File: src/rtl/mhsic_pkg.sv
`default_nettype none

package mhsic_pkg;

    // fixed field widths
    localparam int RAW_W     = 24;
    localparam int OFFSET_W  = 32;
    localparam int ROW_W     = 63;
    localparam int FIELD_W   = 32;
    localparam int D_W       = RAW_W + 9;
    localparam int SUM_W     = 64;
    localparam int OUT_SHIFT = 22;
    localparam int ROOT_W    = 32;
    localparam int AXES      = 3;

    // configuration port
    localparam int CFG_IDX_W  = 3;
    localparam int CFG_DATA_W = 64;

    localparam logic [CFG_IDX_W-1:0] CFG_OFFSET_X = 3'd0;
    localparam logic [CFG_IDX_W-1:0] CFG_OFFSET_Y = 3'd1;
    localparam logic [CFG_IDX_W-1:0] CFG_OFFSET_Z = 3'd2;
    localparam logic [CFG_IDX_W-1:0] CFG_ROW_X    = 3'd3;
    localparam logic [CFG_IDX_W-1:0] CFG_ROW_Y    = 3'd4;
    localparam logic [CFG_IDX_W-1:0] CFG_ROW_Z    = 3'd5;

    // register reset values
    localparam logic [OFFSET_W-1:0] OFFSET_X_RST = 32'sd186244;
    localparam logic [OFFSET_W-1:0] OFFSET_Y_RST = -32'sd19458;
    localparam logic [OFFSET_W-1:0] OFFSET_Z_RST = 32'sd19384;

    // read status codes
    localparam logic STATUS_OK   = 1'b0;
    localparam logic STATUS_ZERO = 1'b1;

    // saturation limits, sign extended to the sum width
    localparam logic signed [SUM_W-1:0] FIELD_MAX = 64'sh0000_0000_7FFF_FFFF;
    localparam logic signed [SUM_W-1:0] FIELD_MIN = 64'shFFFF_FFFF_8000_0000;

    typedef struct packed {
        logic signed [RAW_W-1:0] raw_x;
        logic signed [RAW_W-1:0] raw_y;
        logic signed [RAW_W-1:0] raw_z;
    } sample_t;

    typedef struct packed {
        logic signed [FIELD_W-1:0] field_from_row_z;
        logic signed [FIELD_W-1:0] field_from_row_x;
        logic signed [FIELD_W-1:0] field_from_row_y;
        logic [FIELD_W-1:0]        magnitude;
        logic                      read_status;
    } result_t;

    typedef logic [AXES-1:0][D_W-1:0]     diff_arr_t;
    typedef logic [AXES-1:0][SUM_W-1:0]   sum_arr_t;
    typedef logic [AXES-1:0][FIELD_W-1:0] field_arr_t;

    typedef enum logic [2:0] {
        ST_IDLE,
        ST_MAC,
        ST_MERGE,
        ST_ROOT,
        ST_DONE
    } state_t;

endpackage

`default_nettype wire

File: src/rtl/mhsic_lane.sv
`default_nettype none

module mhsic_lane #(
    parameter int COEF_WIDTH = 21
) (
    input  wire logic                                            clk,
    input  wire logic                                            rst_n,
    input  wire logic                                            start,
    input  wire mhsic_pkg::diff_arr_t                            d,
    input  wire logic [mhsic_pkg::ROW_W-1:0]                     row,
    output logic signed [mhsic_pkg::D_W+COEF_WIDTH+1:0]          acc,
    output logic                                                 done
);
    import mhsic_pkg::*;

    localparam int PROD_W = D_W + COEF_WIDTH;
    localparam int ACC_W  = PROD_W + 2;

    logic                     busy_reg;
    logic [1:0]               sel_reg;
    logic                     prod_vld_reg;
    logic                     last_reg;
    logic                     done_reg;
    logic signed [PROD_W-1:0] prod_reg;
    logic signed [ACC_W-1:0]  acc_reg;

    logic signed [D_W-1:0]        d_sel;
    logic signed [COEF_WIDTH-1:0] c_sel;
    logic signed [PROD_W-1:0]     prod_next;

    // pick one column per cycle
    always_comb
    begin
        case (sel_reg)
            2'd0:
            begin
                d_sel = d[0];
                c_sel = row[0 +: COEF_WIDTH];
            end
            2'd1:
            begin
                d_sel = d[1];
                c_sel = row[COEF_WIDTH +: COEF_WIDTH];
            end
            2'd2:
            begin
                d_sel = d[2];
                c_sel = row[2*COEF_WIDTH +: COEF_WIDTH];
            end
            default:
            begin
                d_sel = '0;
                c_sel = '0;
            end
        endcase
        prod_next = d_sel * c_sel;
    end

    // product then accumulate, one column a cycle
    always_ff @(posedge clk or negedge rst_n)
    begin
        if (!rst_n)
        begin
            busy_reg     <= 1'b0;
            sel_reg      <= 2'd0;
            prod_vld_reg <= 1'b0;
            last_reg     <= 1'b0;
            done_reg     <= 1'b0;
        end
        else
        begin
            prod_vld_reg <= busy_reg;
            last_reg     <= busy_reg && (sel_reg == 2'd2);
            done_reg     <= last_reg;
            if (start)
            begin
                busy_reg <= 1'b1;
                sel_reg  <= 2'd0;
            end
            else if (busy_reg)
            begin
                if (sel_reg == 2'd2)
                    busy_reg <= 1'b0;
                else
                    sel_reg <= sel_reg + 2'd1;
            end
        end
    end

    // datapath
    always_ff @(posedge clk)
    begin
        if (busy_reg)
            prod_reg <= prod_next;
        if (start)
            acc_reg <= '0;
        else if (prod_vld_reg)
            acc_reg <= acc_reg + ACC_W'(prod_reg);
    end

    assign acc  = acc_reg;
    assign done = done_reg;

endmodule

`default_nettype wire

File: config.mk
export PLATFORM = sky130hd
export DESIGN_NAME = mhsic_lane
export DESIGN_NICKNAME = d
export VERILOG_FILES = /design/src/rtl/mhsic_pkg.sv /design/src/rtl/mhsic_lane.sv
export SDC_FILE = /design/constraint.sdc
export NUM_CORES = 2
export LEC_CHECK = 0
export BUFFER_PORTS_ARGS = -buffer_cell sky130_fd_sc_hd__buf_2
export CORE_AREA = 4 4 247 249
export DETAILED_ROUTE_END_ITERATION = 12
export DIE_AREA = 0 0 251 253
export PLACE_DENSITY = 0.73
export SETUP_SLACK_MARGIN = 0.1
export SLEW_MARGIN = 20
export SYNTH_ARGS = -nofsm -noshare
export SYNTH_HDL_FRONTEND = slang
export SYNTH_SLANG_ARGS = --single-unit
File: constraint.sdc
create_clock -name clk -period 20.4 [get_ports clk]
set_clock_uncertainty 0.2 [all_clocks]
set_input_delay 2.04 -clock clk [delete_from_list [all_inputs] [get_ports clk]]
set_output_delay 2.04 -clock clk [all_outputs]
set_load 0.005 [all_outputs]
==> impl_metrics.json <==
{
  "finalSetupViolations": 0,
  "max_cap_viol_count": 0,
  "yosys_warnings": 0,
  "die_h_um": 253,
  "rsz0062_at_grt": "no",
  "ys_ff_latch": 116,
  "netlist_top_cells_area": "fa_1 (43%), inv_1 (9.6%), ha_1 (7.6%)",
  "worstReg2RegStart": "sel_reg[1]$_DFFE_PN0P_",
  "cp_slowest_stage_delay_ps": 900,
  "dr.pass1.iters": 10,
  "drcViolationCount": 0,
  "postSynthCellCount": 3754,
  "ys_types": 77,
  "grt_overflow": 0,
  "grt_pass1_vias": 27400,
  "grt_max_degree": 61,
  "core-area_um2": 58700,
  "r2r_cells": 28,
  "syn_area_um2": 32000,
  "status": "finished clean",
  "insertion_delay_ps": 420,
  "timing.rr.end": "prod_reg[50]$_DFFE_PP_",
  "portBuffers": 221,
  "max_freq_ghz": 0.0954,
  "tightest_slew_ps": 1280,
  "worstPathMaxFanout": 43,
  "ios": 222,
  "ant_nets": 0,
  "crit_path_frequent_cell": "fa_1",
  "holdBufCountCts": 0,
  "cts.htree.levels": 4,
  "async_reset_ff_share_pct": 5.17,
  "synth_edf_count": 54,
  "die_x_um": 251,
  "final_cells": 4675,
  "min_from": "last_reg$_DFF_PN0_",
  "synth_ff_type": "dfxtp_1",
  "hold_class": "flop to flop",
  "endpoint_kind": "flop",
  "core.rowCount": 89,
  "wl_um": 103000,
  "cts-resized-gates": 0,
  "dr_total_vias": 26700,
  "start_util_pct": 54.6,
  "largest_reg_flops": 56,
  "avgViaCountPerCell": 5.72,
  "cts.sinks": 116,
  "clk_pin_slew_ps": 50,
  "cts_buffers": 17,
  "drive_gt1_share_pct": 8.15,
  "grt_util_all_layers_pct": 32.8,
  "clk_path_buf_depth": 2,
  "relSlewSlack_pct": 14.7,
  "nFillCells": 5234,
  "whs_path_depth": 0,
  "cp-start-kind": "flop",
  "avgSynthCellArea_um2": 8.54,
  "tns_ps": 0,
  "criticalPathCategory": "flop to flop",
  "min_period_ps": 10480,
  "finalCritPeriodShare_pct": 51.4,
  "antenna_found_initial": 2,
  "grt_pass1_wl_um": 158000,
  "cts_root_buf": "clkbuf_16",
  "wl_per_cell_um": 22.1,
  "synth-seq-area-share_pct": 9.03,
  "drt_iter0_markers": 2440,
  "synth_top_area_share_pct": 43.0,
  "slew_violations": 0,
  "worst_ep_required_time_ps": 20360,
  "die_area_um2": 63500,
  "slowest_stage": "nor2_1",
  "regToRegSetupSlack_ps": 9920,
  "final_net_count": 4934,
  "cts_tree": "built",
  "areaGrowthSynthToFinish_pct": 7.60,
  "hold-path-endpoint": "done$_DFF_PN0_",
  "dp_hpwl_um": 84900,
  "yosys.area.top_type": "fa_1",
  "hold_violations": 0,
  "dp_cells": 4641,
  "syn_nets": 4801,
  "cp.arrival_ps": 10440,
  "cts_setup_buffers": 0,
  "gp_congestion": 1.05
}
logic make-up after synthesis:
kind of cell	after synthesis	share of synthesized area [%]
simple gates	1225	16.4
buf+inv	965	11.3
fa+ha+maj	882	50.6
compound gates	445	9.32
flops	116	9.03
xor+xnor	91	2.49
mux	30	0.937
layer usage:
layer	GRT usage, %	wire length, um
met5	0	13
met4	13.1	4940
met3	12.7	15300
met2	48.5	43500
met1	43.7	39600
metrics by stage:
step	setup slack (ps)	utilization (%)	area [um^2]	hold WS, ps
finish	9920	58.8	34500	145
global route	9570	58.8	34500	169
CTS	10080	58.8	34500	146
detailed placement	9600	57.7	33900	135
global placement	9880	57.7	33900	140
floorplan	11020	-	32000	131
Yosys cell counts, types with 9 or more instances:
cell type,n
inv_1,821
fa_1,688
nand2_1,547
nor2_1,410
ha_1,194
clkbuf_1,129
a21oi_1,116
xnor2_1,68
o21ai_0,63
a21o_1,62
dfxtp_1,56
edfxtp_1,54
and2_1,48
a22oi_1,45
nand2b_1,42
nor3_1,37
nand3_1,33
mux2i_1,30
or3_1,26
o21a_1,23
xor2_1,23
o21bai_1,20
a211oi_1,19
nand4_1,19
a31oi_1,15
nor2b_1,13
and3_1,10
buf_1,10
o31ai_1,10
or2_2,10
o211ai_1,9
cell usage in the layout, fill, tap and decap left out, types with 62 or more instances in the layout:
cell     count
a21o_1      62
ha_1       190
buf_2      221
xnor2_1     68
o21ai_0     63
fa_1       688
nand2_1    547
inv_1      821
a21oi_1    116
nor2_1     408
worst max-delay path by stage:
stage / from / end / slack, ps / cells past startpoint
global placement: row[28] / prod_reg[50]$_DFFE_PP_ / 9880 / 26
CTS: sel_reg[1]$_DFFE_PN0P_ / prod_reg[50]$_DFFE_PP_ / 10080 / 28
detailed placement: row[28] / prod_reg[50]$_DFFE_PP_ / 9600 / 26
floorplan: row[10] / prod_reg[49]$_DFFE_PP_ / 11020 / 26
finish: sel_reg[1]$_DFFE_PN0P_ / prod_reg[50]$_DFFE_PP_ / 9920 / 28
global route: sel_reg[1]$_DFFE_PN0P_ / prod_reg[50]$_DFFE_PP_ / 9570 / 28
layout make-up:
class                   instances  area [um^2]  share of cell area, %
diodes                          2         5.00                 0.0145
clock buffers                  30          567                   1.64
clock inverters                 2         35.0                  0.102
inverters                     822         3090                   8.95
multi-input cells            2673        25600                   74.1
flip-flops and latches        116         2900                   8.40
well taps                     773          967                   2.80
repair buffers                257         1380                   3.99
critical path, delay by kind of cell (launching register included):
| family | cells | cell delay (ps) |
|---|---|---|
| DFF | 1 | 410 |
| xor gates and xnor gates | 1 | 180 |
| buffers and inverters | 5 | 890 |
| and+or+nand+nor | 3 | 1630 |
| adders and majority gates | 9 | 4360 |
| AOI/OAI and AO/OA | 10 | 2520 |
Power is left out: the tool's default activity adds up to more than one toggle a clock period on the data nets, which glitch-free logic cannot reach.
