==> src/rtl/mhsic_pkg.sv <==
`default_nettype none

package mhsic_pkg;

    // fixed field widths
    localparam int RAW_W     = 24;
    localparam int OFFSET_W  = 32;
    localparam int ROW_W     = 63;
    localparam int FIELD_W   = 32;
    localparam int D_W       = RAW_W + 9;
    localparam int SUM_W     = 64;
    localparam int OUT_SHIFT = 22;
    localparam int ROOT_W    = 32;
    localparam int AXES      = 3;

    // configuration port
    localparam int CFG_IDX_W  = 3;
    localparam int CFG_DATA_W = 64;

    localparam logic [CFG_IDX_W-1:0] CFG_OFFSET_X = 3'd0;
    localparam logic [CFG_IDX_W-1:0] CFG_OFFSET_Y = 3'd1;
    localparam logic [CFG_IDX_W-1:0] CFG_OFFSET_Z = 3'd2;
    localparam logic [CFG_IDX_W-1:0] CFG_ROW_X    = 3'd3;
    localparam logic [CFG_IDX_W-1:0] CFG_ROW_Y    = 3'd4;
    localparam logic [CFG_IDX_W-1:0] CFG_ROW_Z    = 3'd5;

    // register reset values
    localparam logic [OFFSET_W-1:0] OFFSET_X_RST = 32'sd186244;
    localparam logic [OFFSET_W-1:0] OFFSET_Y_RST = -32'sd19458;
    localparam logic [OFFSET_W-1:0] OFFSET_Z_RST = 32'sd19384;

    // read status codes
    localparam logic STATUS_OK   = 1'b0;
    localparam logic STATUS_ZERO = 1'b1;

    // saturation limits, sign extended to the sum width
    localparam logic signed [SUM_W-1:0] FIELD_MAX = 64'sh0000_0000_7FFF_FFFF;
    localparam logic signed [SUM_W-1:0] FIELD_MIN = 64'shFFFF_FFFF_8000_0000;

    typedef struct packed {
        logic signed [RAW_W-1:0] raw_x;
        logic signed [RAW_W-1:0] raw_y;
        logic signed [RAW_W-1:0] raw_z;
    } sample_t;

    typedef struct packed {
        logic signed [FIELD_W-1:0] field_from_row_z;
        logic signed [FIELD_W-1:0] field_from_row_x;
        logic signed [FIELD_W-1:0] field_from_row_y;
        logic [FIELD_W-1:0]        magnitude;
        logic                      read_status;
    } result_t;

    typedef logic [AXES-1:0][D_W-1:0]     diff_arr_t;
    typedef logic [AXES-1:0][SUM_W-1:0]   sum_arr_t;
    typedef logic [AXES-1:0][FIELD_W-1:0] field_arr_t;

    typedef enum logic [2:0] {
        ST_IDLE,
        ST_MAC,
        ST_MERGE,
        ST_ROOT,
        ST_DONE
    } state_t;

endpackage

`default_nettype wire

==> src/rtl/mhsic_merge.sv <==
`default_nettype none

module mhsic_merge (
    input  wire logic                  clk,
    input  wire logic                  rst_n,
    input  wire logic                  start,
    input  wire mhsic_pkg::sum_arr_t   sums,
    output mhsic_pkg::field_arr_t      fields,
    output logic [mhsic_pkg::SUM_W-1:0] sumsq,
    output logic                       done
);
    import mhsic_pkg::*;

    field_arr_t         field_reg;
    field_arr_t         field_next;
    logic               busy_reg;
    logic [1:0]         sel_reg;
    logic               sq_vld_reg;
    logic               last_reg;
    logic               done_reg;
    logic [SUM_W-1:0]   sq_reg;
    logic [SUM_W-1:0]   sum_reg;

    logic signed [SUM_W-1:0] shifted;
    logic [FIELD_W-1:0]      f_sel;
    logic [FIELD_W-1:0]      f_abs;

    // floor shift to q.16 and saturate, all lanes at once
    always_comb
    begin
        shifted = '0;
        for (int k = 0; k < AXES; k++)
        begin
            shifted = signed'(sums[k]) >>> OUT_SHIFT;
            if (shifted > FIELD_MAX)
                field_next[k] = FIELD_MAX[FIELD_W-1:0];
            else if (shifted < FIELD_MIN)
                field_next[k] = FIELD_MIN[FIELD_W-1:0];
            else
                field_next[k] = shifted[FIELD_W-1:0];
        end
    end

    // one square per cycle through the shared multiplier
    always_comb
    begin
        case (sel_reg)
            2'd0:    f_sel = field_reg[0];
            2'd1:    f_sel = field_reg[1];
            2'd2:    f_sel = field_reg[2];
            default: f_sel = '0;
        endcase
        f_abs = f_sel[FIELD_W-1] ? (~f_sel + 1'b1) : f_sel;
    end

    always_ff @(posedge clk or negedge rst_n)
    begin
        if (!rst_n)
        begin
            busy_reg   <= 1'b0;
            sel_reg    <= 2'd0;
            sq_vld_reg <= 1'b0;
            last_reg   <= 1'b0;
            done_reg   <= 1'b0;
        end
        else
        begin
            sq_vld_reg <= busy_reg;
            last_reg   <= busy_reg && (sel_reg == 2'd2);
            done_reg   <= last_reg;
            if (start)
            begin
                busy_reg <= 1'b1;
                sel_reg  <= 2'd0;
            end
            else if (busy_reg)
            begin
                if (sel_reg == 2'd2)
                    busy_reg <= 1'b0;
                else
                    sel_reg <= sel_reg + 2'd1;
            end
        end
    end

    // datapath
    always_ff @(posedge clk)
    begin
        if (start)
        begin
            field_reg <= field_next;
            sum_reg   <= '0;
        end
        else if (sq_vld_reg)
            sum_reg <= sum_reg + sq_reg;
        if (busy_reg)
            sq_reg <= SUM_W'(f_abs) * SUM_W'(f_abs);
    end

    assign fields = field_reg;
    assign sumsq  = sum_reg;
    assign done   = done_reg;

endmodule

`default_nettype wire

==> config.mk <==
export PLATFORM = sky130hd
export DESIGN_NAME = mhsic_merge
export DESIGN_NICKNAME = d
export VERILOG_FILES = /design/src/rtl/mhsic_pkg.sv /design/src/rtl/mhsic_merge.sv
export SDC_FILE = /design/constraint.sdc
export NUM_CORES = 2
export LEC_CHECK = 0
export BUFFER_PORTS_ARGS = -buffer_cell sky130_fd_sc_hd__buf_2
export CORE_AREA = 10 10 315 286
export CTS_CLUSTER_SIZE = 30
export DETAILED_ROUTE_END_ITERATION = 8
export DIE_AREA = 0 0 325 296
export PLACE_DENSITY = 0.78
export SETUP_SLACK_MARGIN = 0.4
export SLEW_MARGIN = 20
export SYNTH_ARGS = -nofsm -noshare
export SYNTH_HDL_FRONTEND = slang
export SYNTH_SLANG_ARGS = --single-unit
==> constraint.sdc <==
create_clock -name clk -period 27.3 [get_ports clk]
set_input_delay 4.095 -clock clk [delete_from_list [all_inputs] [get_ports clk]]
set_output_delay 4.095 -clock clk [all_outputs]
set_load 0.005 [all_outputs]
==> tab_implementation.tex <==
\begin{tabular}{lr}
\hline
Metric & Value \\
\hline
\multicolumn{2}{l}{\textbf{Global routing}} \\
\quad Overflow after GRT & 0 \\
\quad Global-route wire length before repair & 187,000 µm \\
\quad Total global-route track usage & 24.7\% \\
\quad Antenna violations before repair & 3 \\
\quad Largest net degree at the start of global routing & 66 \\
\quad Vias in the first global route & 33,900 \\
\multicolumn{2}{l}{\textbf{Clock tree}} \\
\quad Count of clock tree sinks & 229 \\
\quad Clk Tree Root Cell & sky130\_fd\_sc\_hd\_\_clkbuf\_16 \\
\quad Max Buffers Root-to-Sink & 3 \\
\quad Clk\_lat worst skew & 570 ps \\
\quad Post-CTS setup buffer count & 0 \\
\quad Clock tree from TritonCTS & built \\
\quad Maximum level of the CTS H-tree & 1 \\
\quad Post-CTS Hold Buffers & 0 \\
\quad Clock buffer count from CTS & 26 \\
\quad Resized cells post-CTS & 0 \\
\quad Clock-pin slew on the worst setup and hold paths & 60 ps \\
\multicolumn{2}{l}{\textbf{Route}} \\
\quad Routed wirelength normalized by instance count & 20.7 µm \\
\quad Remaining number of nets flagged by the antenna check after routing & 0 \\
\quad Wire length reported by the detailed router & 118,000 µm \\
\quad Starting DRT DRC Count & 2,750 \\
\quad First drt pass iteration count & 7 \\
\quad Avg Vias per Cell & 5.54 \\
\quad DRC errors left & 0 \\
\quad Routed vias & 31,700 \\
\multicolumn{2}{l}{\textbf{Floorplan}} \\
\quad Core area & 0.0837 mm² \\
\quad Io pins & 356 \\
\quad Die outline width & 325 µm \\
\quad Die height & 296 µm \\
\quad Die Area & 0.0962 mm² \\
\quad Initial Util & 49.5\% \\
\quad Total number of placement rows & 101 \\
\multicolumn{2}{l}{\textbf{Critical path}} \\
\quad Worst path required time & 27,610 ps \\
\quad Arrival time worst endpoint & 13,190 ps \\
\quad Startpoint of the worst-slack reg-to-reg timing path & sel\_reg[1]\$\_DFFE\_PN0P\_ \\
\quad Dominant cell type by count on the critical path & sky130\_fd\_sc\_hd\_\_fa\_1 \\
\quad Reg2reg path depth & 37 \\
\quad Crit. End Element & flop \\
\quad Category of the most critical setup path & reg2reg \\
\quad Crit Path Max Fanout & 32 \\
\quad Start point of the critical path & sel\_reg[1]\$\_DFFE\_PN0P\_ \\
\quad Cell with the largest stage delay on the worst path & sky130\_fd\_sc\_hd\_\_a222oi\_1 \\
\quad Type of element launching the critical path & flop \\
\quad Worst path max stage delay & 990 ps \\
\multicolumn{2}{l}{\textbf{Synth}} \\
\quad Share of flip-flops with an asynchronous set or reset after synthesis & 2.62\% \\
\quad Fraction of post-synthesis cell area in the top cell type by area & 38.5\% \\
\quad Synth area leaders & sky130\_fd\_sc\_hd\_\_fa\_1 (38\%), sky130\_fd\_sc\_hd\_\_edfxtp\_1 (12\%), sky130\_fd\_sc\_hd\_\_ha\_1 (11\%) \\
\quad Predominant post-synthesis flop cell & sky130\_fd\_sc\_hd\_\_edfxtp\_1 \\
\quad Yosys warns & 0 \\
\quad Cell taking the most area after synthesis & sky130\_fd\_sc\_hd\_\_fa\_1 \\
\quad Number of enable flip-flop cells after synthesis & 159 \\
\quad Number of distinct standard cells referenced by the synthesized netlist & 85 \\
\quad Cell area after synthesis & 0.0414 mm² \\
\quad Sequential cell area fraction in the yosys report & 15.0\% \\
\quad Yosys reg bits & 229 \\
\quad Average footprint of a synthesized cell & 9.52 µm² \\
\quad Post-Synthesis Cells & 4,349 \\
\multicolumn{2}{l}{\textbf{STA}} \\
\quad Worst slack on hold paths & 352 ps \\
\quad Final period utilization & 47.2\% \\
\quad Setup TNS & 0 ps \\
\quad Worst relative slew slack & 17.1\% \\
\quad Number of failing hold endpoints at the final stage & 0 \\
\quad Unrepaired setup endpoints after global routing & false \\
\quad Number of setup violations in the final report & 0 \\
\quad Min cycle time layout & 12,880 ps \\
\quad Final Skew & 26.8 ps \\
\quad Measured slew at the worst slew-check pin & 1210 ps \\
\quad Max Clk Rate & 77.6 MHz \\
\quad Count of pins over their slew limit & 0 \\
\multicolumn{2}{l}{\textbf{Layout}} \\
\quad Fillers & 7,418 \\
\quad Antenna Diode Count & 0 \\
\quad Non-filler instance count after layout & 5,716 \\
\quad Largest register FFs & 96 \\
\quad Net total in the final layout & 5,906 \\
\quad Area delta synth->final & 8.64\% \\
\quad Core Util, Final & 53.8\% \\
\quad Proportion of layout cells with a drive suffix above 1 & 9.71\% \\
\multicolumn{2}{l}{\textbf{Placement}} \\
\quad Final Wtd Congestion & 1.01 \\
\quad IO buf count & 289 \\
\quad Number of placed instances, taps included & 5,669 \\
\quad HPWL Detailed & 94,400 µm \\
\multicolumn{2}{l}{\textbf{Worst hold path}} \\
\quad Worst hold path depth & 0 \\
\quad Start point of the worst min-delay path & last\_reg\$\_DFF\_PN0\_ \\
\quad Class of the most critical hold timing path & reg2reg \\
\multicolumn{2}{l}{\textbf{Run}} \\
\quad Max-cap violations & 0 \\
\multicolumn{2}{l}{\textbf{Status}} \\
\quad Status & finished, final reports clean \\
\hline
\end{tabular}
## layout by cell type (no fill, tap or decap), types with 10 or more instances in the layout
cell type,count
sky130_fd_sc_hd__fa_1,796
sky130_fd_sc_hd__xor2_1,56
sky130_fd_sc_hd__o21bai_1,25
sky130_fd_sc_hd__xnor2_1,119
sky130_fd_sc_hd__nor3_1,23
sky130_fd_sc_hd__a211oi_1,15
sky130_fd_sc_hd__inv_1,1004
sky130_fd_sc_hd__nor2b_1,21
sky130_fd_sc_hd__o211ai_1,10
sky130_fd_sc_hd__buf_2,289
sky130_fd_sc_hd__clkinv_1,12
sky130_fd_sc_hd__a21oi_1,156
sky130_fd_sc_hd__o21ai_0,72
sky130_fd_sc_hd__buf_4,60
sky130_fd_sc_hd__mux2i_1,34
sky130_fd_sc_hd__nand2b_1,22
sky130_fd_sc_hd__nand4_1,40
sky130_fd_sc_hd__o31ai_1,10
sky130_fd_sc_hd__clkbuf_16,27
sky130_fd_sc_hd__ha_1,348
sky130_fd_sc_hd__a222oi_1,30
sky130_fd_sc_hd__a31oi_1,30
sky130_fd_sc_hd__conb_1,24
sky130_fd_sc_hd__edfxtp_1,159
sky130_fd_sc_hd__nand2_1,338
sky130_fd_sc_hd__dfxtp_1,64
sky130_fd_sc_hd__a21o_1,201
sky130_fd_sc_hd__and3_1,16
sky130_fd_sc_hd__and2_1,23
sky130_fd_sc_hd__nor2_1,348
sky130_fd_sc_hd__nand3_1,31
## per-stage QoR
| stage | area [µm²] | setup slack (ps) |
|---|---|---|
| global route | 45000 | 13780 |
| finish | 45000 | 14420 |
| detailed placement | 44100 | 14660 |
| floorplan | 41500 | 16570 |
| CTS | 44900 | 14590 |
| global placement | 44100 | 14870 |
## final timing paths
path	slack [ps]	end
worst max-delay path	14420	sq_reg[54]$_DFFE_PP_
worst min-delay path	350	done$_DFF_PN0_
worst max register to register	14420	sq_reg[54]$_DFFE_PP_
worst min register to register	350	done$_DFF_PN0_
max in group asynchronous	23800	sq_vld_reg$_DFF_PN0_
min in group asynchronous	3340	done$_DFF_PN0_
## cells in the mapped netlist, drive strengths merged (5+ instances only)
master   count
inv       1013
fa         796
nor2       355
ha         349
nand2      338
a21o       201
edfxtp     159
a21oi      158
clkbuf     133
xnor2      120
o21ai       76
dfxtp       64
xor2        56
buf         51
nand4       40
mux2i       34
a31oi       33
nand3       31
a222oi      30
o21bai      25
nor3        24
and2        23
nand2b      23
nor2b       23
a211oi      17
and3        16
o31ai       14
nor4        10
o211ai      10
clkinv       9
a2111oi      7
a221oi       7
a41oi        7
and2b        7
or2          7
a31o         6
dfrtp        6
o21a         6
o22ai        5
or3          5
## worst max-delay path, delay by kind of cell, from the launching register on
family,cells,cell delay [ps]
AOI/OAI and AO/OA,11,3410
xor gates and xnor gates,2,350
adders and majority gates,10,4640
buffers and inverters,8,1860
DFF,1,380
and+or+nand+nor,6,1930
## area by class of cell
| type | instances | area (µm²) | share of cell area [%] |
|---|---|---|---|
| flip-flops and latches | 229 | 6210 | 13.8 |
| repair buffers | 351 | 1940 | 4.30 |
| clock buffers | 33 | 698 | 1.55 |
| clock inverters | 12 | 98.8 | 0.220 |
| well taps | 1133 | 1420 | 3.15 |
| inverters | 1022 | 3840 | 8.53 |
| multi-input cells | 2936 | 30800 | 68.4 |
## per-layer routing
layer	global-route usage (%)	routed length (µm)	share of wire [%]	vias to the layer above
li1	-	-	-	14100
met3	7.12	13600	12	374
met4	12.6	7180	6.1	0
met5	0	0	0	-
met1	30.1	43400	37	15600
met2	39.9	54100	46	1629
## cells by family (layout without fill, tap and decap cells)
logic type | after synthesis | count (layout) | synth area share (%)
AND/OR/NAND/NOR | 913 | 913 | 9.62
adder cells (fa/ha/maj) | 1145 | 1145 | 49.0
flip-flops | 229 | 229 | 15.0
XOR/XNOR | 176 | 176 | 3.74
buffers and inverters | 1206 | 1418 | 11.1
AO/OA/AOI/OAI | 643 | 643 | 10.6
other | 2 | 24 | 0.0181
multiplexers | 35 | 35 | 0.849
Power is left out: the tool's default activity adds up to more than one toggle a clock period on the data nets, which glitch-free logic cannot reach.
