[config.mk]
export PLATFORM = sky130hd
export DESIGN_NAME = mhsic_isqrt
export DESIGN_NICKNAME = d
export VERILOG_FILES = /design/src/rtl/mhsic_pkg.sv /design/src/rtl/mhsic_isqrt.sv
export SDC_FILE = /design/constraint.sdc
export NUM_CORES = 1
export LEC_CHECK = 0
export BUFFER_PORTS_ARGS = -buffer_cell sky130_fd_sc_hd__buf_2
export CORE_AREA = 3 3 194 120
export DETAILED_ROUTE_END_ITERATION = 10
export DIE_AREA = 0 0 197 123
export SYNTH_ARGS = -nofsm -noshare
export SYNTH_HDL_FRONTEND = slang
export SYNTH_SLANG_ARGS = --single-unit
[constraint.sdc]
create_clock -name clk -period 3.8 [get_ports clk]
set_input_delay 0.38 -clock clk [delete_from_list [all_inputs] [get_ports clk]]
set_output_delay 0.38 -clock clk [all_outputs]
set_load 0.02 [all_outputs]
[src/rtl/mhsic_pkg.sv]
`default_nettype none

package mhsic_pkg;

    // fixed field widths
    localparam int RAW_W     = 24;
    localparam int OFFSET_W  = 32;
    localparam int ROW_W     = 63;
    localparam int FIELD_W   = 32;
    localparam int D_W       = RAW_W + 9;
    localparam int SUM_W     = 64;
    localparam int OUT_SHIFT = 22;
    localparam int ROOT_W    = 32;
    localparam int AXES      = 3;

    // configuration port
    localparam int CFG_IDX_W  = 3;
    localparam int CFG_DATA_W = 64;

    localparam logic [CFG_IDX_W-1:0] CFG_OFFSET_X = 3'd0;
    localparam logic [CFG_IDX_W-1:0] CFG_OFFSET_Y = 3'd1;
    localparam logic [CFG_IDX_W-1:0] CFG_OFFSET_Z = 3'd2;
    localparam logic [CFG_IDX_W-1:0] CFG_ROW_X    = 3'd3;
    localparam logic [CFG_IDX_W-1:0] CFG_ROW_Y    = 3'd4;
    localparam logic [CFG_IDX_W-1:0] CFG_ROW_Z    = 3'd5;

    // register reset values
    localparam logic [OFFSET_W-1:0] OFFSET_X_RST = 32'sd186244;
    localparam logic [OFFSET_W-1:0] OFFSET_Y_RST = -32'sd19458;
    localparam logic [OFFSET_W-1:0] OFFSET_Z_RST = 32'sd19384;

    // read status codes
    localparam logic STATUS_OK   = 1'b0;
    localparam logic STATUS_ZERO = 1'b1;

    // saturation limits, sign extended to the sum width
    localparam logic signed [SUM_W-1:0] FIELD_MAX = 64'sh0000_0000_7FFF_FFFF;
    localparam logic signed [SUM_W-1:0] FIELD_MIN = 64'shFFFF_FFFF_8000_0000;

    typedef struct packed {
        logic signed [RAW_W-1:0] raw_x;
        logic signed [RAW_W-1:0] raw_y;
        logic signed [RAW_W-1:0] raw_z;
    } sample_t;

    typedef struct packed {
        logic signed [FIELD_W-1:0] field_from_row_z;
        logic signed [FIELD_W-1:0] field_from_row_x;
        logic signed [FIELD_W-1:0] field_from_row_y;
        logic [FIELD_W-1:0]        magnitude;
        logic                      read_status;
    } result_t;

    typedef logic [AXES-1:0][D_W-1:0]     diff_arr_t;
    typedef logic [AXES-1:0][SUM_W-1:0]   sum_arr_t;
    typedef logic [AXES-1:0][FIELD_W-1:0] field_arr_t;

    typedef enum logic [2:0] {
        ST_IDLE,
        ST_MAC,
        ST_MERGE,
        ST_ROOT,
        ST_DONE
    } state_t;

endpackage

`default_nettype wire

[src/rtl/mhsic_isqrt.sv]
`default_nettype none

module mhsic_isqrt (
    input  wire logic                         clk,
    input  wire logic                         rst_n,
    input  wire logic                         start,
    input  wire logic [mhsic_pkg::SUM_W-1:0]  radicand,
    output logic [mhsic_pkg::ROOT_W-1:0]      root,
    output logic                              done
);
    import mhsic_pkg::*;

    localparam int REM_W = ROOT_W + 3;
    localparam int CNT_W = $clog2(ROOT_W);

    logic                busy_reg;
    logic                done_reg;
    logic [CNT_W-1:0]    cnt_reg;
    logic [SUM_W-1:0]    n_reg;
    logic [REM_W-1:0]    rem_reg;
    logic [ROOT_W-1:0]   root_reg;

    logic [REM_W-1:0]    rem_shift;
    logic [REM_W-1:0]    trial;
    logic                fits;

    // one root bit per cycle, restoring method
    always_comb
    begin
        rem_shift = {rem_reg[REM_W-3:0], n_reg[SUM_W-1 -: 2]};
        trial     = REM_W'({root_reg, 2'b01});
        fits      = (rem_shift >= trial);
    end

    always_ff @(posedge clk or negedge rst_n)
    begin
        if (!rst_n)
        begin
            busy_reg <= 1'b0;
            done_reg <= 1'b0;
            cnt_reg  <= '0;
        end
        else
        begin
            done_reg <= busy_reg && (cnt_reg == '0);
            if (start)
            begin
                busy_reg <= 1'b1;
                cnt_reg  <= CNT_W'(ROOT_W - 1);
            end
            else if (busy_reg)
            begin
                if (cnt_reg == '0)
                    busy_reg <= 1'b0;
                else
                    cnt_reg <= cnt_reg - 1'b1;
            end
        end
    end

    // datapath
    always_ff @(posedge clk)
    begin
        if (start)
        begin
            n_reg    <= radicand;
            rem_reg  <= '0;
            root_reg <= '0;
        end
        else if (busy_reg)
        begin
            n_reg    <= {n_reg[SUM_W-3:0], 2'b00};
            rem_reg  <= fits ? (rem_shift - trial) : rem_shift;
            root_reg <= {root_reg[ROOT_W-2:0], fits};
        end
    end

    assign root = root_reg;
    assign done = done_reg;

endmodule

`default_nettype wire

==> metrics, run 1 <==
outcome=finished, final reports clean; final count of hold timing violations=0; wirelength, routed=roughly 18000 um; number of nets with antenna violations after routing=0; overflow left after global routing=0; io pins=100; source of the critical timing path=root[4]; element type at the critical path end=register; maximum number of pins on one net before global-route repair=51; max FFs per register=between 60 and 70; final period utilization=88.4%; number of warnings printed during yosys synthesis=0; minimum setup slack after placement=478 ps; Crit Reg-Reg Startpoint=root[4]; setup TNS=0 ps; Slowest cell on crit path=a311o_1; number of global-route vias before repair=5583; endpoint of the lowest-slack register-to-register path=rem_reg[9]; wire length of the first global-routing pass=29800 um; floorplan die area=24200 um2; setup slack on the worst flop-to-flop path=440 ps; number of rows in the core area=42; share of the synthesized area in compound gates (AO/OA/AOI/OAI)=14.6%; maximum ir drop on the vdd rail=0.000456 V; Async SR Flop Fraction=5.15%; Worst-Margin Slew=~900 ps; highest achievable clock rate=0.298 GHz; critical-path maximum fanout=17; worst slew margin relative to its limit=40.0%; post-route clock skew=15.5 ps; Post-Synthesis Cell Area=7580 um2; portion of the post-synthesis area used by sequential elements=44.8%; count of cell types in the netlist=60; initial antenna violation count=3; number of violations reported at the end of detailed-routing iteration 0=around 430; half-perimeter wire length after placement=13300 um; Die Y-Extent=123 um; path depth of the worst reg2reg path=11; clock buffers created by TritonCTS=17; number of vias after detailed routing=5761; total power consumption of the routed design=6720 uW; setup violators final=0; final instance count without filler cells=1131; CTS tree=built; top_reg_cell synth=dfxtp_1; post-DR wirelength/cell=16.2 um; Power per Cell Area=751 nW/um2; nets in the synthesized netlist=roughly 840; clk_lat worst skew=about 430 ps; critical path endpoint=rem_reg[9]; Fin Hold WS=238 ps; main combinational cell family by area after synthesis=compound AO/OA/AOI/OAI gates; count of flip-flops with a built-in enable after synthesis=64; area added between synthesis and finish=18.0%; total leakage power=0.00388 uW; start-to-end type of the worst setup path=reg2reg; crit path time final=3360 ps; CP peak stage delay=around 400 ps; combined global-route utilization of all metal layers=15.5%; share of synthesized area spent on multiplexers=13.4%; chip width=between 150 and 200 um; gate count after technology mapping=741; Final #Nets=approximately 940; Final Slew Violations=0; nature of the critical path startpoint=register; number of levels in the clock H-tree=4; # DRC=0; count of clock tree sinks=136; CTS resizes=0; maximum clock path buffer count=2; final estimated routing congestion in global placement=0.890; routed via count divided by cell count=5.09; unrepaired setup endpoints after global routing=false; Core Footprint=approximately 22000 um2; cell chain of the critical path=inv_1 -> ha_1 -> a21oi_1 -> o211ai_1 -> and4_1 -> or3_4 -> a311o_1 -> a21o_1 -> buf_4 -> and2_4 -> a211oi_1; clock input transition at the sequential cells of the worst setup and hold paths=60 ps; xor and xnor fraction of the mapped netlist area=3.47%; critical path arrival=3690 ps; initial standard-cell utilization of the core=34.8%; CP Data Required Time=between 4000 and 5000 ps; proportion of layout cells with a drive suffix above 1=a little over a quarter; maximum capacitance violations=0; post-synthesis average cell area=10.2 um2; worst path setup slack after routing=439 ps; buffers inserted during post-CTS setup optimization=0; Cells after DPL=1098; hold crit path type=in2reg; post-synthesis share of cell area spent on and, or, nand and nor gates=roughly an eighth; adder-cell area share of the yosys netlist=5.94%; number of port buffers=a little under 100; drt pass-1 iters=5; root buf cell=clkbuf_16; post-synthesis register bit count=~140
## worst min path at each step
stage                      from    endpoint  slack [ps]  cells after the start
global placement          rst_n  cnt_reg[3]         220                      1
finish              radicand[1]    n_reg[1]         240                      2
detailed placement        rst_n  cnt_reg[3]         220                      1
global route        radicand[1]    n_reg[1]         230                      2
CTS                 radicand[1]    n_reg[1]         220                      2
floorplan                 rst_n    busy_reg          80                      0
## synth_stat cells, types with 3 or more instances
| cell type | n | area (um2) |
|---|---|---|
| nor2_1 | 78 | 293 |
| dfxtp_1 | 65 | 1300 |
| nand2_1 | 65 | 244 |
| edfxtp_1 | 64 | 1920 |
| mux2_2 | 62 | 698 |
| inv_1 | 47 | 176 |
| ha_1 | 36 | 450 |
| mux2i_1 | 32 | 320 |
| a21oi_1 | 29 | 145 |
| clkbuf_1 | 24 | 90.1 |
| o21ai_0 | 19 | 95.1 |
| a21o_1 | 17 | 128 |
| nand3_1 | 17 | 85.1 |
| xnor2_1 | 17 | 149 |
| a311oi_2 | 13 | 195 |
| nand2b_1 | 13 | 81.3 |
| xor2_1 | 13 | 114 |
| buf_1 | 9 | 33.8 |
| o211ai_1 | 9 | 67.6 |
| nor3_1 | 8 | 40.0 |
| a211oi_1 | 7 | 52.6 |
| a311oi_1 | 7 | 61.3 |
| and2_1 | 7 | 43.8 |
| dfrtp_1 | 7 | 175 |
| o21a_1 | 6 | 45.0 |
| nand4_1 | 5 | 31.3 |
| nor3b_1 | 5 | 37.5 |
| a31oi_1 | 4 | 25.0 |
| a41oi_1 | 4 | 35.0 |
| and3_1 | 4 | 25.0 |
| buf_6 | 4 | 45.0 |
| nor2b_1 | 3 | 18.8 |
| o22ai_1 | 3 | 18.8 |
## logic make-up (layout without fill, tap and decap cells)
group,Yosys count,in the layout
and+or+nand+nor,215,215
other,0,1
muxes,94,94
xor gates and xnor gates,30,30
DFF,136,136
AOI/OAI and AO/OA,144,144
buffers and inverters,86,189
adders and majority gates,36,36
## report_power, final
part           total (uW)  switching (uW)  internal (uW)
Sequential           1900             140           1760
Combinational        3190            1820           1370
Clock                1640             670            966
Total                6720            2630           4090
## worst max-delay path: cells and delay by family, from the launching register on
kind	cells	cell delay (ps)
adder cells (fa/ha/maj)	1	360
buffers and inverters	2	350
AO/OA/AOI/OAI	5	1370
AND/OR/NAND/NOR	3	800
flip-flops	1	370
## placed cells by master (no fill, tap or decap), drive strengths merged, types with 7 or more instances in the layout
master and instances:
clkinv 8, edfxtp 64, nor2 78, dfrtp 7, a21oi 30, a211oi 8, o211ai 9, and2 8
xnor2 17, a21o 17, nand2b 13, ha 36, o21ai 20, buf 110, dfxtp 65, inv 49
nand3 17, nor3 9, nand2 65, clkbuf 17, xor2 13, mux2i 32, a311oi 20, mux2 62
## stage by stage
| step | utilization (%) | cell area, um2 |
|---|---|---|
| floorplan | - | 7580 |
| global placement | 38.4 | 8350 |
| detailed placement | 38.4 | 8350 |
| CTS | 41.1 | 8940 |
| global route | 41.1 | 8940 |
| finish | 41.1 | 8940 |
## routing by layer
| layer | vias to the layer above | global-route usage [%] | wire length, um |
|---|---|---|---|
| li1 | 2867 | - | - |
| met1 | 2713 | 23.8 | 9730 |
| met2 | 164 | 19.9 | 6850 |
| met3 | 13 | 5.83 | 1560 |
| met4 | 4 | 3.65 | 119 |
| met5 | - | 0 | 20 |
## layout make-up
cell class                 count  area [um2]
multi-input combinational    519        3820
inverter                      47         176
fill                        2173       12800
clock buffer                  17         425
tap                          286         358
sequential                   136        3400
antenna                        1        2.50
clock inverter                14         150
timing repair buffer         111         603
## timing repair
item | CTS | global route
endpoints found under the hold margin | 7 | 0
setup endpoints to repair | 0 | 0
hold buffers | 1 | 0
No activity file was read; power rests on OpenSTA's default activity.
==> run 2: changes to the inputs <==
==> constraint.sdc (replaced) <==
create_clock -name clk -period 3.8 [get_ports clk]
set_input_delay 1.14 -clock clk [delete_from_list [all_inputs] [get_ports clk]]
set_output_delay 1.14 -clock clk [all_outputs]
set_load 0.02 [all_outputs]
==> run 2 against run 1 <==
Critical path depth is the same; utilization rose by 0.058 points; highest routed layer unchanged; largest cell class unchanged; sequential share of layout area down 0.053 points; power grew 1.1%; worst setup slack better by 96 ps.
==> metrics, run 2 (synthesis results as in run 1) <==
critical-path maximum fanout=19 (+2); final instance count without filler cells=1131 (unchanged); root buf cell=clkbuf_16; proportion of layout cells with a drive suffix above 1=26.9% (+0.21 points); count of clock tree sinks=136 (unchanged); crit path time final=3260 ps (-95.7 ps); maximum clock path buffer count=2 (unchanged); CP Data Required Time=4140 ps (about the same); Core Footprint=21800 um2 (unchanged); clock input transition at the sequential cells of the worst setup and hold paths=60 ps (about the same); number of violations reported at the end of detailed-routing iteration 0=431 (+0.47%); number of vias after detailed routing=5764 (+0.052%); setup TNS=0 ps (unchanged); floorplan die area=24200 um2 (unchanged); Die Y-Extent=123 um (unchanged); nature of the critical path startpoint=register; number of buffers inserted for hold repair after clock tree synthesis=0 (-1); clock buffers created by TritonCTS=17 (unchanged); Worst-Margin Slew=843 ps (-54.8 ps); fin area=8950 um2 (+0.14%); number of levels in the clock H-tree=4 (unchanged); number of rows in the core area=42 (unchanged); instance area after placement=8360 um2 (about the same); final period utilization=85.9% (-2.5 points); hold crit path type=reg2reg; Final Slew Violations=0 (unchanged); combined global-route utilization of all metal layers=15.1% (-0.33 points); overflow left after global routing=0 (unchanged); worst slew margin relative to its limit=43.8% (+3.8 points); total leakage power=0.00389 uW (about the same); maximum capacitance violations=0 (unchanged); Power per Cell Area=758 nW/um2 (+0.93%); highest achievable clock rate=0.306 GHz (+2.9%); start-to-end type of the worst setup path=reg2reg; final estimated routing congestion in global placement=0.844 (-5.3%); number of global-route vias before repair=5368 (-3.9%); maximum number of pins on one net before global-route repair=66 (+29%); area added between synthesis and finish=18.2%; element type at the critical path end=register; setup violators final=0 (unchanged); number of port buffers=99 (unchanged); most frequent standard cell in the layout excluding fill and tap cells=buf_2; initial antenna violation count=2 (-1); clk_lat worst skew=420 ps (about the same); number of nets with antenna violations after routing=0 (unchanged); # DRC=0 (unchanged); unrepaired setup endpoints after global routing=false; outcome=finished, final reports clean; io pins=100 (unchanged); critical path arrival=3610 ps (-80 ps); CTS resizes=0 (unchanged); Final #Nets=935 (unchanged); chip width=197 um (unchanged); initial standard-cell utilization of the core=34.8% (unchanged); wirelength, routed=18200 um (-0.15%); max FFs per register=64 (unchanged); routed via count divided by cell count=5.10 (about the same); drt pass-1 iters=5 (unchanged); maximum ir drop on the vdd rail=0.000414 V (-9.3%); number of antenna diodes=0 (-1); wire length of the first global-routing pass=28900 um (-3.0%); buffers inserted during post-CTS setup optimization=0 (unchanged); final count of hold timing violations=0 (unchanged); post-route clock skew=9.75 ps (-5.72 ps); Cells after DPL=1099 (+0.091%); post-DR wirelength/cell=16.1 um (-0.15%); CTS tree=built; commonest cells after routing, fill and taps aside=buf_2 (98), nor2_1 (78), nand2_1 (65), dfxtp_1 (65), edfxtp_1 (64); half-perimeter wire length after placement=13100 um (-1.1%)
## run 2: through the flow
stage	setup WS, ps	hold slack, ps	power [uW]	util (%)
after floorplan	664	452	4350	-
after global placement	665	469	5070	38.4
after detailed placement	580	474	5060	38.4
after CTS	536	484	6790	41.2
after global routing	301	515	7240	41.2
final	535	487	6790	41.2
## run 2: worst max-delay path, stage by stage, from the launching register on
cell,delay (ps)
dfxtp_1,370
inv_1,70
ha_1,370
a21oi_1,220
o211ai_1,150
and4_1,250
or3_4,360
a311o_1,400
a21o_1,370
buf_12,230
and2_4,180
a211oi_2,200
## run 2: area by class of cell
cell class	instances	area, um2
Clock inverter	14	164
Clock buffer	18	429
Timing Repair Buffer	111	601
Inverter	47	176
Fill cell	2171	12800
Sequential cell	136	3400
Multi-Input combinational cell	519	3820
Tap cell	286	358
## run 2: path summary, 6_finish.rpt
kind,from,endpoint,slack (ps),depth (start not counted)
hold reg to reg,rem_reg[21],rem_reg[21],490,2
min in group asynchronous,rst_n,cnt_reg[1],550,1
setup reg to reg,root[4],rem_reg[25],540,11
max in group asynchronous,rst_n,busy_reg,3070,1
setup / recovery,root[4],rem_reg[25],540,11
hold / removal,rem_reg[21],rem_reg[21],490,2
## run 2: routing by layer
metal	vias to the layer above	track usage, %	wire length, um
met5	-	0	23
li1	2863	-	-
met1	2737	23.3	9710
met3	18	5.34	1420
met4	4	3.56	137
met2	142	19.8	6960
## run 2: power breakdown
part           total (uW)  leakage [uW]  internal, uW  switching (uW)
Clock                1670      0.000280           984             689
Combinational        3220       0.00232          1390            1820
Sequential           1900       0.00128          1760             143
==> run 3: changes to the inputs <==
- clock period: 3.8 -> 3.2 ns (I/O delays scaled with it)
==> run 3 against run 2 <==
Global-route usage is 0.33 points higher; via count grew 0.94%; register-to-register slack got worse by 400 ps; maximum frequency up 6.6%; power increased by 21%; critical path depth is 1 higher; wire length increased by 0.32%; die area unchanged; clock skew about the same.
==> metrics, run 3 (synthesis results as in run 1) <==
chip width=197 um (unchanged); fin area=9100 um2 (+1.6%); Fill cells=2159 (-0.55%); Worst-Margin Slew=829 ps (-13.9 ps); area added between synthesis and finish=20.1%; io pins=100 (unchanged); initial antenna violation count=2 (unchanged); wire length of the first global-routing pass=29600 um (+2.4%); half-perimeter wire length after placement=13400 um (+1.9%); Fin Hold WS=359 ps (-128 ps); initial standard-cell utilization of the core=34.8% (unchanged); CP Data Required Time=3510 ps (-630 ps); clock buffers created by TritonCTS=17 (unchanged); final instance count without filler cells=1146 (+1.3%); final estimated routing congestion in global placement=0.868 (+2.9%); Die Y-Extent=123 um (unchanged); number of rows in the core area=42 (unchanged); clk_lat worst skew=430 ps (about the same); number of buffers inserted for hold repair after clock tree synthesis=0 (unchanged); area of the multi-input gates=3860 um2 (+1.0%); most frequent standard cell in the layout excluding fill and tap cells=buf_2; root buf cell=clkbuf_16; critical path arrival=3380 ps (-230 ps); number of violations reported at the end of detailed-routing iteration 0=390 (-9.5%); start-to-end type of the worst setup path=reg2reg; number of port buffers=99 (unchanged); Cells after DPL=1113 (+1.3%); Final Slew Violations=0 (unchanged); number of antenna diodes=0 (unchanged); number of nets with antenna violations after routing=0 (unchanged); nature of the critical path startpoint=register; total leakage power=0.00396 uW (+1.9%); post-route clock skew=10.2 ps (+0.430 ps); maximum ir drop on the vdd rail=0.000596 V (+44%); commonest cells after routing, fill and taps aside=buf_2 (98), nor2_1 (77), nand2_1 (65); setup violators final=0 (unchanged); maximum capacitance violations=0 (unchanged); final count of hold timing violations=0 (unchanged); number of vias after detailed routing=5818 (+0.94%); Core Footprint=21800 um2 (unchanged); max FFs per register=64 (unchanged); drt pass-1 iters=6 (+1); clock input transition at the sequential cells of the worst setup and hold paths=70 ps (about the same); routed via count divided by cell count=5.08 (-0.38%); critical-path maximum fanout=15 (-4); final period utilization=95.7% (+9.8 points); floorplan die area=24200 um2 (unchanged); count of clock tree sinks=136 (unchanged); number of levels in the clock H-tree=4 (unchanged); maximum number of pins on one net before global-route repair=61 (-7.6%); combined global-route utilization of all metal layers=15.5% (+0.33 points); CTS tree=built; outcome=finished, final reports clean; highest achievable clock rate=0.327 GHz (+6.6%); wirelength, routed=18300 um (+0.32%); element type at the critical path end=register; overflow left after global routing=0 (unchanged); hold crit path type=in2async; proportion of layout cells with a drive suffix above 1=29.7% (+2.8 points); instance area after placement=8450 um2 (+1.1%); maximum clock path buffer count=2 (unchanged); area taken by flip-flops and latches=3400 um2 (about the same); Power per Cell Area=899 nW/um2 (+19%); post-DR wirelength/cell=16.0 um (-0.99%); setup TNS=0 ps (unchanged); crit path time final=3060 ps (-203 ps); # DRC=0 (unchanged); Final #Nets=950 (+1.6%); number of global-route vias before repair=5483 (+2.1%); worst slew margin relative to its limit=44.7% (+0.93 points)
-- run 3: cell count changes in the layout (fill, tap and decap cells not counted), sizes merged --
cell / previous run / this run
buf: 111 / 126
clkbuf: 18 / 17
bufinv: 2 / 1
inv: 53 / 57
clkinv: 3 / 2
clkinvlp: 3 / 2
-- run 3: layout make-up --
class | instances | area share (%)
inverters | 47 | 1.94
well taps | 286 | 3.93
multi-input cells | 519 | 42.5
flip-flops and latches | 136 | 37.4
clock buffers | 17 | 4.67
repair buffers | 126 | 7.86
clock inverters | 15 | 1.72
-- run 3: per-layer routing --
layer / part of all wire (%) / vias up / GRT usage [%]
met1: 54 / 2758 / 24.3
li1: - / 2905 / -
met5: 0.14 / - / 0
met4: 0.56 / 4 / 3.20
met3: 6.9 / 14 / 5.04
met2: 39 / 137 / 20.1
-- run 3: critical path, cell delays in order, from the launching register on --
cell and delay (ps):
dfxtp_2 350, inv_1 50, ha_1 350, o211ai_1 250, o211ai_1 180, and4_1 240
or3_4 360, a311o_1 350, buf_4 160, a21oi_4 190, buf_8 190, nand2_1 70
a32o_1 230
-- run 3: worst paths after layout --
check	end	depth (start not counted)	startpoint	slack (ps)
setup / recovery	rem_reg[0]	12	root[0]	140
hold / removal	cnt_reg[0]	1	rst_n	360
setup reg to reg	rem_reg[0]	12	root[0]	140
hold reg to reg	rem_reg[21]	2	rem_reg[21]	490
max in group asynchronous	busy_reg	1	rst_n	2660
min in group clk	rem_reg[21]	2	rem_reg[21]	490
-- run 3: metrics by stage --
stage | setup WS [ps] | total power (uW) | util [%]
floorplan | 224 | 5160 | -
global placement | 168 | 6060 | 38.9
detailed placement | 90.2 | 6070 | 38.9
CTS | 68.5 | 8090 | 41.5
global route | -4.03 | 8760 | 41.8
finish | 138 | 8180 | 41.8
-- run 3: repair_timing --
item                                    in CTS  in global routing
endpoints found under the setup margin       0                 32
resized for setup                            0                 17
buffers inserted                             0                  1
-- run 3: power breakdown --
part / total (uW) / internal, uW / switching (uW)
logic: 3960 / 1760 / 2200
registers: 2250 / 2090 / 163
clock network: 1970 / 1100 / 868
total: 8180 / 4960 / 3230
